**src/rtl/bounded_neighbor_list_assert.svh**
```systemverilog
// assertion macros shared by the neighbor list rtl
`ifndef BOUNDED_NEIGHBOR_LIST_ASSERT_SVH
`define BOUNDED_NEIGHBOR_LIST_ASSERT_SVH

// same-cycle implication, disabled while reset is held
`define BNL_ASSERT_NOW(label, clk, rst_n, ante, cons) \
    label: assert property (@(posedge clk) disable iff (!(rst_n)) (ante) |-> (cons)) \
        else $error("neighbor list check failed");

// next-cycle implication, disabled while reset is held
`define BNL_ASSERT_NEXT(label, clk, rst_n, ante, cons) \
    label: assert property (@(posedge clk) disable iff (!(rst_n)) (ante) |=> (cons)) \
        else $error("neighbor list check failed");

`endif

```
**src/rtl/bnl_pkg.sv**
```systemverilog
// shared widths, request and status codes and cell control type
package bnl_pkg;

    localparam int REQ_W      = 3;
    localparam int NODE_ID_W  = 16;
    localparam int INDEX_W    = 4;
    localparam int STATUS_W   = 3;
    localparam int LINK_W     = 5;
    localparam int OWN_ID_W   = 16;
    localparam int LIMIT_W    = 5;
    localparam int CFG_ADDR_W = 2;
    localparam int CFG_DATA_W = 16;
    // compare width for positions, counts and limits (capacity up to 511)
    localparam int CMP_W      = 9;

    typedef logic [REQ_W-1:0]    t_req;
    typedef logic [STATUS_W-1:0] t_status;

    // request codes
    localparam t_req REQ_ADD         = 3'd0;
    localparam t_req REQ_REMOVE_ID   = 3'd1;
    localparam t_req REQ_REMOVE_AT   = 3'd2;
    localparam t_req REQ_REMOVE_LAST = 3'd3;
    localparam t_req REQ_READ        = 3'd4;

    // status codes
    localparam t_status ST_OK       = 3'd0;
    localparam t_status ST_OWN      = 3'd1;
    localparam t_status ST_PRESENT  = 3'd2;
    localparam t_status ST_NOTFOUND = 3'd3;
    localparam t_status ST_FULL     = 3'd4;

    // configuration register indexes
    localparam logic [CFG_ADDR_W-1:0] CFG_OWN_ID     = 2'd0;
    localparam logic [CFG_ADDR_W-1:0] CFG_LINK_LIMIT = 2'd1;

    localparam logic [LIMIT_W-1:0] LIMIT_RESET = 5'd16;

    // per-request control broadcast to every cell
    typedef struct packed {
        logic               append;
        logic               rm_id;
        logic               rm_at;
        logic [INDEX_W-1:0] index;
    } t_cell_ctl;

endpackage

```
**src/rtl/bnl_req_if.sv**
```systemverilog
// request channel: valid, ready and request word
interface bnl_req_if;
    import bnl_pkg::*;

    logic                 valid;
    logic                 ready;
    logic [REQ_W-1:0]     req_type;
    logic [NODE_ID_W-1:0] node_id;
    logic [INDEX_W-1:0]   index;

    modport source (output valid, output req_type, output node_id, output index,
                    input ready);
    modport sink   (input valid, input req_type, input node_id, input index,
                    output ready);
endinterface

```
**src/rtl/bnl_rsp_if.sv**
```systemverilog
// response channel: valid, ready and result word
interface bnl_rsp_if;
    import bnl_pkg::*;

    logic                 valid;
    logic                 ready;
    logic [STATUS_W-1:0]  status;
    logic [NODE_ID_W-1:0] read_id;
    logic [LINK_W-1:0]    link_count;

    modport source (output valid, output status, output read_id, output link_count,
                    input ready);
    modport sink   (input valid, input status, input read_id, input link_count,
                    output ready);
endinterface

```
**src/rtl/bnl_cell.sv**
```systemverilog
// one list slot: holds an entry, matches it, shifts down or appends
module bnl_cell #(
    parameter int IDX     = 0,
    parameter int ID_BITS = 16,
    parameter int CNT_W   = 5
) (
    input  logic                   i_clk,
    input  bnl_pkg::t_cell_ctl     i_ctl,
    input  logic [CNT_W-1:0]       i_count,
    input  logic [ID_BITS-1:0]     i_id,
    input  logic [ID_BITS-1:0]     i_next_entry,
    input  logic                   i_hit,
    output logic                   o_hit,
    input  logic [ID_BITS-1:0]     i_rd,
    output logic [ID_BITS-1:0]     o_rd,
    output logic [ID_BITS-1:0]     o_entry
);
    import bnl_pkg::*;

    localparam logic [CMP_W-1:0] POS = CMP_W'(IDX);

    logic [ID_BITS-1:0] r_entry;
    logic [ID_BITS-1:0] n_entry;
    logic [CMP_W-1:0]   w_count;
    logic [CMP_W-1:0]   w_index;
    logic               w_occ;
    logic               w_match;
    logic               w_hit;
    logic               w_sel;
    logic               w_shift;
    logic               w_load;

    assign w_count = CMP_W'(i_count);
    assign w_index = CMP_W'(i_ctl.index);

    // match only on occupied slots, hit ripples toward the tail
    assign w_occ   = POS < w_count;
    assign w_match = w_occ && (r_entry == i_id);
    assign w_hit   = i_hit | w_match;
    assign o_hit   = w_hit;

    // read path: selected slot ors its entry into the chain
    assign w_sel = POS == w_index;
    assign o_rd  = i_rd | (w_sel ? r_entry : '0);

    // slots at and after the removed one take their neighbor's entry
    assign w_shift = (i_ctl.rm_id && w_hit) || (i_ctl.rm_at && (POS >= w_index));
    assign w_load  = i_ctl.append && (POS == w_count);

    always_comb begin
        priority if (w_load) begin
            n_entry = i_id;
        end else if (w_shift) begin
            n_entry = i_next_entry;
        end else begin
            n_entry = r_entry;
        end
    end

    always_ff @(posedge i_clk) begin
        r_entry <= n_entry;
    end

    assign o_entry = r_entry;

endmodule

```
**src/rtl/bounded_neighbor_list.sv**
```systemverilog
// bounded neighbor list: ordered id list with duplicate and own-id checks
//
// Requests arrive on i_req (req_type, node_id, index) with a valid/ready
// handshake; each request gives exactly one word on o_rsp (status, read_id,
// link_count). Configuration (own id, link limit) is written through the
// plain write port i_cfg_we / i_cfg_idx / i_cfg_data; the user must write it
// only while the block is idle, which the block itself does not enforce;
// indexes past the register list are ignored. An accepted request is latched,
// then in the execute state it runs through the cell row (compare, hit ripple,
// shift or append) and loads the output register. One request is in work at a
// time: no new request is accepted until the current one has executed. The hit
// ripple across the cell row sets the length of the execute path.
// The output register holds a finished word while the receiver stalls; a new
// request is still accepted meanwhile, and its execution waits until the
// held word is taken.
// Reset (synchronous, active low) empties the list, sets own id to zero and
// the link limit to 16; entry contents are not cleared.
`include "bounded_neighbor_list_assert.svh"

module bounded_neighbor_list #(
    parameter int CAPACITY = 16,
    parameter int ID_BITS  = 16
) (
    input  logic                          i_clk,
    input  logic                          i_rst_n,
    input  logic                          i_cfg_we,
    input  logic [bnl_pkg::CFG_ADDR_W-1:0] i_cfg_idx,
    input  logic [bnl_pkg::CFG_DATA_W-1:0] i_cfg_data,
    bnl_req_if.sink                       i_req,
    bnl_rsp_if.source                     o_rsp
);
    import bnl_pkg::*;

    localparam int CNT_W = $clog2(CAPACITY + 1);
    localparam logic [CMP_W-1:0] CAP_C = CMP_W'(CAPACITY);

    localparam logic ST_IDLE = 1'b0;
    localparam logic ST_EXEC = 1'b1;

    logic                 r_state;
    logic                 n_state;
    logic [OWN_ID_W-1:0]  r_own_id;
    logic [LIMIT_W-1:0]   r_limit;
    t_req                 r_req;
    logic [ID_BITS-1:0]   r_id;
    logic [INDEX_W-1:0]   r_index;
    logic [CNT_W-1:0]     r_count;
    logic [CNT_W-1:0]     n_count;
    logic                 r_out_valid;
    logic                 n_out_valid;
    t_status              r_status;
    t_status              n_status;
    logic [NODE_ID_W-1:0] r_read_id;
    logic [NODE_ID_W-1:0] n_read_id;
    logic [LINK_W-1:0]    r_link_count;

    logic                 w_accept;
    logic                 w_go;
    logic [CMP_W-1:0]     w_limit;
    logic [CMP_W-1:0]     w_eff_limit;
    logic [CMP_W-1:0]     w_cnt;
    logic                 w_full;
    logic                 w_own;
    logic                 w_idx_ok;
    logic                 w_any_hit;
    logic                 w_append;
    logic                 w_rm_id;
    logic                 w_rm_at;
    logic                 w_do_read;
    logic [CNT_W-1:0]     w_count_d;
    t_cell_ctl            w_ctl;

    logic [ID_BITS-1:0]   w_entry [CAPACITY+1];
    logic                 w_hit   [CAPACITY+1];
    logic [ID_BITS-1:0]   w_rd    [CAPACITY+1];

    // handshake and sequencing
    assign i_req.ready = (r_state == ST_IDLE);
    assign w_accept    = i_req.valid && i_req.ready;
    assign w_go        = (r_state == ST_EXEC) && (!r_out_valid || o_rsp.ready);

    always_comb begin
        n_state = r_state;
        unique case (r_state)
            ST_IDLE: begin
                if (w_accept) n_state = ST_EXEC;
            end
            ST_EXEC: begin
                if (w_go) n_state = ST_IDLE;
            end
            default: n_state = ST_IDLE;
        endcase
    end

    // checks on the latched request
    assign w_limit     = CMP_W'(r_limit);
    assign w_eff_limit = (w_limit > CAP_C) ? CAP_C : w_limit;
    assign w_cnt       = CMP_W'(r_count);
    assign w_full      = w_cnt >= w_eff_limit;
    assign w_own       = r_id == ID_BITS'(r_own_id);
    assign w_idx_ok    = CMP_W'(r_index) < w_cnt;
    assign w_any_hit   = w_hit[CAPACITY];

    // request decode
    always_comb begin
        n_status  = ST_NOTFOUND;
        w_count_d = r_count;
        w_append  = 1'b0;
        w_rm_id   = 1'b0;
        w_rm_at   = 1'b0;
        w_do_read = 1'b0;
        unique case (r_req)
            REQ_ADD: begin
                priority if (w_full) begin
                    n_status = ST_FULL;
                end else if (w_own) begin
                    n_status = ST_OWN;
                end else if (w_any_hit) begin
                    n_status = ST_PRESENT;
                end else begin
                    n_status  = ST_OK;
                    w_append  = 1'b1;
                    w_count_d = r_count + CNT_W'(1);
                end
            end
            REQ_REMOVE_ID: begin
                if (w_any_hit) begin
                    n_status  = ST_OK;
                    w_rm_id   = 1'b1;
                    w_count_d = r_count - CNT_W'(1);
                end
            end
            REQ_REMOVE_AT: begin
                if (w_idx_ok) begin
                    n_status  = ST_OK;
                    w_rm_at   = 1'b1;
                    w_count_d = r_count - CNT_W'(1);
                end
            end
            REQ_REMOVE_LAST: begin
                if (r_count != '0) begin
                    n_status  = ST_OK;
                    w_count_d = r_count - CNT_W'(1);
                end
            end
            REQ_READ: begin
                if (w_idx_ok) begin
                    n_status  = ST_OK;
                    w_do_read = 1'b1;
                end
            end
            default: begin
            end
        endcase
    end

    // control word for the cell row, gated by execute
    assign w_ctl.append = w_go && w_append;
    assign w_ctl.rm_id  = w_go && w_rm_id;
    assign w_ctl.rm_at  = w_go && w_rm_at;
    assign w_ctl.index  = r_index;

    assign n_count   = w_go ? w_count_d : r_count;
    assign n_read_id = w_do_read ? NODE_ID_W'(w_rd[CAPACITY]) : '0;

    // output register
    always_comb begin
        priority if (w_go) begin
            n_out_valid = 1'b1;
        end else if (o_rsp.ready) begin
            n_out_valid = 1'b0;
        end else begin
            n_out_valid = r_out_valid;
        end
    end

    // cell row
    assign w_hit[0] = 1'b0;
    assign w_rd[0]  = '0;
    assign w_entry[CAPACITY] = w_entry[CAPACITY-1];

    for (genvar g = 0; g < CAPACITY; g++) begin : g_cell
        bnl_cell #(
            .IDX     (g),
            .ID_BITS (ID_BITS),
            .CNT_W   (CNT_W)
        ) u_cell (
            .i_clk        (i_clk),
            .i_ctl        (w_ctl),
            .i_count      (r_count),
            .i_id         (r_id),
            .i_next_entry (w_entry[g+1]),
            .i_hit        (w_hit[g]),
            .o_hit        (w_hit[g+1]),
            .i_rd         (w_rd[g]),
            .o_rd         (w_rd[g+1]),
            .o_entry      (w_entry[g])
        );
    end

    // control registers
    always_ff @(posedge i_clk) begin
        if (!i_rst_n) begin
            r_state     <= ST_IDLE;
            r_count     <= '0;
            r_out_valid <= 1'b0;
            r_own_id    <= '0;
            r_limit     <= LIMIT_RESET;
        end else begin
            r_state     <= n_state;
            r_count     <= n_count;
            r_out_valid <= n_out_valid;
            if (i_cfg_we && (i_cfg_idx == CFG_OWN_ID)) begin
                r_own_id <= OWN_ID_W'(i_cfg_data);
            end
            if (i_cfg_we && (i_cfg_idx == CFG_LINK_LIMIT)) begin
                r_limit <= LIMIT_W'(i_cfg_data);
            end
        end
    end

    // payload registers
    always_ff @(posedge i_clk) begin
        if (w_accept) begin
            r_req   <= i_req.req_type;
            r_id    <= ID_BITS'(i_req.node_id);
            r_index <= i_req.index;
        end
        if (w_go) begin
            r_status     <= n_status;
            r_read_id    <= n_read_id;
            r_link_count <= LINK_W'(w_count_d);
        end
    end

    assign o_rsp.valid      = r_out_valid;
    assign o_rsp.status     = r_status;
    assign o_rsp.read_id    = r_read_id;
    assign o_rsp.link_count = r_link_count;

    // a fresh response word only follows an execute cycle
    `BNL_ASSERT_NOW(a_out_from_exec, i_clk, i_rst_n, o_rsp.valid && !$past(o_rsp.valid), $past(r_state == ST_EXEC))
    // a rejected request leaves the count as it was
    `BNL_ASSERT_NEXT(a_reject_keeps_count, i_clk, i_rst_n, w_go && (n_status != ST_OK), r_count == $past(r_count))
    // the count never passes the capacity after an execute
    `BNL_ASSERT_NEXT(a_count_bounded, i_clk, i_rst_n, w_go, CMP_W'(r_count) <= CAP_C)

endmodule

```
**src/flat_wrapper.sv**
```systemverilog
// flat-port wrapper written by rule: the top's interface ports become plain ports
module bounded_neighbor_list_flat import bnl_pkg::*;
#(
    parameter int CAPACITY = 16,
    parameter int ID_BITS  = 16
)
  (i_clk, i_rst_n, i_cfg_we, i_cfg_idx, i_cfg_data, i_req_valid, i_req_req_type, i_req_node_id, i_req_index, i_req_ready, o_rsp_valid, o_rsp_status, o_rsp_read_id, o_rsp_link_count, o_rsp_ready);
  bnl_req_if i_req_i ();
  bnl_rsp_if o_rsp_i ();
  input  logic i_clk;
  input  logic i_rst_n;
  input  logic i_cfg_we;
  input  logic [bnl_pkg::CFG_ADDR_W-1:0] i_cfg_idx;
  input  logic [bnl_pkg::CFG_DATA_W-1:0] i_cfg_data;
  input wire logic [$bits(i_req_i.valid)-1:0] i_req_valid;
  input wire logic [$bits(i_req_i.req_type)-1:0] i_req_req_type;
  input wire logic [$bits(i_req_i.node_id)-1:0] i_req_node_id;
  input wire logic [$bits(i_req_i.index)-1:0] i_req_index;
  output wire logic [$bits(i_req_i.ready)-1:0] i_req_ready;
  output wire logic [$bits(o_rsp_i.valid)-1:0] o_rsp_valid;
  output wire logic [$bits(o_rsp_i.status)-1:0] o_rsp_status;
  output wire logic [$bits(o_rsp_i.read_id)-1:0] o_rsp_read_id;
  output wire logic [$bits(o_rsp_i.link_count)-1:0] o_rsp_link_count;
  input wire logic [$bits(o_rsp_i.ready)-1:0] o_rsp_ready;
  assign i_req_i.valid = i_req_valid;
  assign i_req_i.req_type = i_req_req_type;
  assign i_req_i.node_id = i_req_node_id;
  assign i_req_i.index = i_req_index;
  assign i_req_ready = i_req_i.ready;
  assign o_rsp_valid = o_rsp_i.valid;
  assign o_rsp_status = o_rsp_i.status;
  assign o_rsp_read_id = o_rsp_i.read_id;
  assign o_rsp_link_count = o_rsp_i.link_count;
  assign o_rsp_i.ready = o_rsp_ready;
  bounded_neighbor_list #(.CAPACITY(CAPACITY), .ID_BITS(ID_BITS)) u_core (.i_clk(i_clk), .i_rst_n(i_rst_n), .i_cfg_we(i_cfg_we), .i_cfg_idx(i_cfg_idx), .i_cfg_data(i_cfg_data), .i_req(i_req_i), .o_rsp(o_rsp_i));
endmodule
```
**config.mk**
```make
export PLATFORM = sky130hd
export DESIGN_NAME = bounded_neighbor_list_flat
export DESIGN_NICKNAME = d
export VERILOG_FILES = /design/src/rtl/bnl_pkg.sv /design/src/rtl/bnl_req_if.sv /design/src/rtl/bnl_rsp_if.sv /design/src/rtl/bnl_cell.sv /design/src/rtl/bounded_neighbor_list.sv /design/src/flat_wrapper.sv
export VERILOG_INCLUDE_DIRS = /design/src /design/src/rtl
export SDC_FILE = /design/constraint.sdc
export NUM_CORES = 1
export LEC_CHECK = 0
export BUFFER_PORTS_ARGS = -buffer_cell sky130_fd_sc_hd__buf_2
export CORE_MARGIN = 4
export CORE_UTILIZATION = 30
export DETAILED_ROUTE_END_ITERATION = 10
export PLACE_DENSITY_LB_ADDON = 0.05
export SYNTH_ARGS = -nofsm -noshare
export SYNTH_HDL_FRONTEND = slang
export SYNTH_HIERARCHICAL = 1
export SYNTH_SLANG_ARGS = --single-unit
export TNS_END_PERCENT = 50
```
**constraint.sdc**
```tcl
create_clock -name i_clk -period 19.95 [get_ports i_clk]
set_input_delay 5.985 -clock i_clk [delete_from_list [all_inputs] [get_ports i_clk]]
set_output_delay 5.985 -clock i_clk [all_outputs]
set_load 0.005 [all_outputs]
```
* Yosys cells after proc, flatten, opt, wreduce, memory -nomap -nowiden
Index checks and enable logic that the tools add are counted.
W data, S select, Z words.
** Storage, ports and cells
- Logic and storage cells :: 329
- Register bits after elaboration :: 331
- Output and inout port bits :: 26
** Operators by class
- Bitwise gates (word level) :: 31
- Reductions and logical operators :: 108
- Eq/ne operators :: 52
- Add/subtract/negate cells :: 2
- Muxes and demuxes :: 75
- Magnitude comparators :: 34
** Operators with widths (number)
- $mux W16 :: 46
- $eq A16 B16 Y1 :: 17
- $or A16 B16 Y16 :: 15
- $logic_and A1 B1 Y1 :: 69
- $eq A4 B5 Y1 const A :: 8
- $lt A4 B5 Y1 const A :: 8
- $mux W5 :: 7
- $eq A4 B4 Y1 const A :: 8
- $reduce_bool A2 Y1 :: 16
- $ge A4 B4 Y1 const A :: 7
- $eq A3 B5 Y1 const A :: 4
- $lt A3 B5 Y1 const A :: 4
- $pmux W5 S4 :: 1
- $logic_not A9 Y1 :: 2
- $eq A3 B4 Y1 const A :: 4
- $ge A3 B4 Y1 const A :: 4
- $logic_or A1 B1 Y1 :: 16
- $or A1 B1 Y1 :: 15
- $mux W1 :: 13
- $pmux W3 S4 :: 1
- $eq A2 B5 Y1 const A :: 2
- $lt A1 B5 Y1 const A :: 2
- $lt A2 B5 Y1 const A :: 2
- $ge A5 B9 Y1 :: 1
- other kinds (22) :: 30

* Logic depth before layout (Yosys ltp)
- Depth after elaboration :: 24
- Mapped depth :: 29
- Gate-level depth less buffers :: 27

* By module
Netlist, hierarchy kept.
** By module, submodules not included
- bounded_neighbor_list :: seq. area each 1971.9 um^2, area an instance 3517.1 um^2, times used 1, cells an instance 317
- bnl_cell at u_core.g_cell[12].u_cell :: seq. area each 480.5 um^2, area an instance 1132.3 um^2, times used 1, cells an instance 84
- bnl_cell at u_core.g_cell[8].u_cell :: seq. area each 480.5 um^2, area an instance 1122.3 um^2, times used 1, cells an instance 87
- bnl_cell at u_core.g_cell[10].u_cell :: seq. area each 480.5 um^2, area an instance 1117.3 um^2, times used 1, cells an instance 85
- bnl_cell at u_core.g_cell[4].u_cell :: seq. area each 480.5 um^2, area an instance 1109.8 um^2, times used 1, cells an instance 84
- bnl_cell at u_core.g_cell[6].u_cell :: seq. area each 480.5 um^2, area an instance 1106.1 um^2, times used 1, cells an instance 84
- bnl_cell at u_core.g_cell[0].u_cell :: seq. area each 480.5 um^2, area an instance 1103.6 um^2, times used 1, cells an instance 81
- bnl_cell at u_core.g_cell[13].u_cell :: seq. area each 480.5 um^2, area an instance 1101.1 um^2, times used 1, cells an instance 85
- bnl_cell at u_core.g_cell[14].u_cell :: seq. area each 480.5 um^2, area an instance 1098.6 um^2, times used 1, cells an instance 83
- bnl_cell at u_core.g_cell[9].u_cell :: seq. area each 480.5 um^2, area an instance 1097.3 um^2, times used 1, cells an instance 85
- bnl_cell at u_core.g_cell[11].u_cell :: seq. area each 480.5 um^2, area an instance 1091.0 um^2, times used 1, cells an instance 83
- bnl_cell at u_core.g_cell[7].u_cell :: seq. area each 480.5 um^2, area an instance 1091.0 um^2, times used 1, cells an instance 81
- bnl_cell at u_core.g_cell[1].u_cell :: seq. area each 480.5 um^2, area an instance 1087.3 um^2, times used 1, cells an instance 83
- bnl_cell at u_core.g_cell[2].u_cell :: seq. area each 480.5 um^2, area an instance 1079.8 um^2, times used 1, cells an instance 81
- +3 rows

* Least setup slack after synthesis
OpenSTA, ideal clock, no wires.
- Kind :: input port to flip-flop
- Start :: input o_rsp_ready
- End :: register u_core.g_cell[0].u_cell.r_entry[0] (enable)
- Cell stages on the path :: 7
- Buffers on the path :: 0
- Arrival :: 10054 ps
- Setup time :: 411 ps
- Data required time :: 19539 ps
- Setup slack :: 9485 ps
- Cell sequence :: nand2b_1 > nand2_1 > clkinv_1 > nand2_1 > nor3_1 > or4bb_2 > o21ai_0
** RTL lines
- from (decl) :: line flat_wrapper.sv:24 : input wire logic [$bits(o_rsp_i.ready)-1:0] o_rsp_ready;
- to (signal assigned) :: line bnl_cell.sv:61 : r_entry <= n_entry;
- to (decl) :: line bnl_cell.sv:22 : logic [ID_BITS-1:0] r_entry;

==> impl_metrics.py <==
metrics = {
    "status": {
        "outcome": "completed",
    },
    "synth": {
        "postSynthRegisterBits": 331,
        "synth_cell_types": 103,
        "yosys-top-cells-count": "edfxtp_1, a21o_1, xor2_1, mux2_2, mux2_4",
        "synth_async_sr_flop_share_pct": 0,
        "synth_largest_area_cell": "edfxtp_1",
        "syn-instance-count": 1646,
        "yosys_warnings": 6,
        "synth-edff-count": 303,
        "synth_most_common_cell": "edfxtp_1",
        "synthFlopType": "edfxtp_1",
        "ys_seq_area_share_pct": 46.0,
        "yosys-top-cells-area": "edfxtp_1, a21o_1, xor2_1, mux2_2, mux2_4",
        "syn_area_mm2": 0.0210,
        "avgSynthCellArea_um2": 12.8,
        "synth_top_area_share_pct": 43.3,
    },
    "timing": {
        "fmax_mhz": 120,
        "drv_slew": 0,
        "finalSetupViolCount": 0,
        "rsz0062_at_grt": "false",
        "setup_tns_ns": 0,
        "worst_pin_slew_ns": 1.09,
        "skew_ns": 0.0245,
        "finalHoldViolations": 0,
        "slew_headroom_pct": 26.9,
        "final.min_clock_period_ns": 8.35,
        "finalCritPeriodShare_pct": 41.9,
    },
    "detailed_routing": {
        "avgViaCountPerCell": 5.10,
        "firstDrtPassIters": 5,
        "wl_per_cell_um": 26.8,
        "vias": 14100,
        "drt-total-wl_mm": 74.0,
        "drt_first_iter_violations": 844,
        "antenna_left": 0,
        "drc": 0,
    },
    "worst_setup_path": {
        "cp_common_cell": "o21bai_1",
        "max_stage_delay_ns": 0.75,
        "startpoint_type": "flop",
        "crit_type": "flop to flop",
        "crit_required_ns": 20.16,
        "slowest_stage": "and4_1",
        "crit_path_max_fanout": 25,
        "arrival_ns": 8.56,
        "end_kind": "flop",
    },
    "clock_tree": {
        "postCtsSetupRepairBufs": 0,
        "cts_sinks": 331,
        "cts-root-buf": "clkbuf_16",
        "cts.clk_slew.worst_paths_ns": 0.06,
        "cts_resized": 0,
        "clock_path_buffers": 3,
        "clock_latency_ns": 0.58,
        "cts_buffers": 44,
        "ctsHoldBuffers": 0,
        "htreeDepth": 2,
        "cts_tree": "built",
    },
    "floorplan": {
        "num_rows": 96,
        "die_w_um": 273,
        "die_h_um": 273,
        "core-area_mm2": 0.0689,
        "dieArea_mm2": 0.0743,
        "initial_core_util_pct": 30.5,
        "ios": 72,
    },
    "grt": {
        "grt_first_pass_wirelength_mm": 107,
        "antenna_found_initial": 1,
        "grt_pass1_vias": 14800,
        "grt_overflow": 0,
        "grt.total_usage_pct": 19.6,
        "grt_max_degree": 36,
    },
    "pwr": {
        "leakagePower_nw": 8.52,
        "powerDensity_mw_per_mm2": 73.6,
        "vdd_drop_max_mv": 0.0500,
    },
    "placement": {
        "dpl.hpwl_mm": 52.5,
        "io_buffers": 71,
        "place.gp.congestion": 0.804,
    },
    "final_layout": {
        "finalNetCount": 1844,
        "syn_to_final_growth_pct": 14.6,
        "n_fill_cell": 6907,
        "layout-drive-gt1-share_pct": 28.7,
        "final_core_util_pct": 34.9,
    },
    "hold_path": {
        "hold_path_class": "flop to flop",
    },
    "run": {
        "drv_cap": 0,
    },
}
[power by group]
group / switching [mW] / leakage [nW] / internal, mW
sequential: 0.00832 / 2.38 / 0.762
clock: 0.318 / 0.689 / 0.465
combinational: 0.140 / 5.45 / 0.0773
total: 0.466 / 8.52 / 1.30
[layer usage]
metal / up-vias / part of all wire, % / GRT usage [%]
li1: 6545 / - / -
met1: 7113 / 47 / 27.2
met2: 325 / 47 / 32.4
met3: 79 / 4.5 / 3.28
met4: 0 / 1.7 / 3.78
met5: - / 0 / 0
[cell type report]
type,count,area (µm²),share of cell area [%]
antenna,1,2.50,0.0104
clock buffer,54,1160,4.82
clock inverter,28,246,1.02
inverter,22,82.6,0.343
multi-input combinational,1255,10900,45.4
sequential,331,9660,40.2
tap,931,1160,4.84
timing repair buffer,134,828,3.44
[cell usage in the layout (no fill, tap or decap), types with 4 or more instances in the layout]
cell	synthesis	final
inv_1	21	21
dfxtp_1	28	25
mux2_4	109	109
o21ai_1	3	11
nand2_1	64	64
clkbuf_1	13	9
mux2_2	147	147
o211ai_1	4	4
buf_4	2	63
buf_2	21	71
mux2i_1	5	5
clkinv_1	1	8
nor2b_1	5	4
nor4_1	48	48
a211oi_1	6	6
edfxtp_1	303	303
clkbuf_16	0	45
and3_1	8	8
nand4_1	17	17
xnor2_1	59	59
a221oi_1	6	6
and2_1	19	19
nor2_1	24	24
nand3_1	31	31
xor2_1	215	215
o21bai_1	12	12
nor3_2	2	4
a21oi_1	28	28
ha_1	10	10
conb_1	1	18
nor4b_4	5	5
bufinv_16	0	4
nor3_1	20	18
clkinv_2	0	12
or3_1	4	4
a21o_1	258	258
and4_1	5	5
o21ai_0	21	13
[critical path, delay by kind of cell, from the launching register on]
kind | cells | cell delay (ns)
compound gates | 19 | 4.79
buf+inv | 4 | 1.36
simple gates | 5 | 1.31
flops | 1 | 0.32
xor+xnor | 1 | 0.18
[state kept, by name, indices dropped and copies added (netlist names)]
register and count:
u_core/o_rsp.read_id 16, u_core/r_count 5, u_core/r_req 3, u_core/o_rsp.valid 1, u_core/r_state 1, u_core/r_limit 5
u_core/g_cell.u_cell/o_entry 256, u_core/o_rsp.status 3, u_core/r_id 16, u_core/o_rsp.link_count 5, u_core/r_index 4, u_core/r_own_id 16
[metrics by stage]
stage                     hold WS (ns)  worst slack [ns]  total power [mW]  cell area, µm²  instances
after floorplan                  0.448              9.48             0.912           21100       1663
after global placement           0.459             11.16              1.00           22700       2673
after detailed placement         0.462             11.09              1.00           22700       2673
after CTS                        0.470             11.63              1.80           24100       2755
after global routing             0.488             11.20              1.84           24100       2755
final                            0.468             11.60              1.77           24100       2756
[cell families (layout without fill, tap and decap cells)]
logic type | after synthesis | in the layout | share of synthesized area [%]
AND/OR/NAND/NOR | 308 | 308 | 9.87
XOR/XNOR | 274 | 274 | 11.4
other | 1 | 19 | 0.0179
buffers and inverters | 77 | 238 | 2.53
AO/OA/AOI/OAI | 383 | 383 | 13.6
adder cells (fa/ha/maj) | 11 | 11 | 0.650
multiplexers | 261 | 261 | 15.9
flip-flops | 331 | 331 | 46.0
[path summary, 6_finish.rpt]
| path | start | endpoint | slack (ns) | cells after the start |
|---|---|---|---|---|
| hold / removal | u_core/r_own_id[6] | u_core/r_own_id[6] | 0.47 | 2 |
| setup / recovery | u_core/r_id[3] | u_core/g_cell[3].u_cell/o_entry[1] | 11.60 | 29 |
| setup reg to reg | u_core/r_id[3] | u_core/g_cell[3].u_cell/o_entry[1] | 11.60 | 29 |
| hold reg to reg | u_core/r_own_id[6] | u_core/r_own_id[6] | 0.47 | 2 |
No activity file was read; power rests on OpenSTA's default activity.
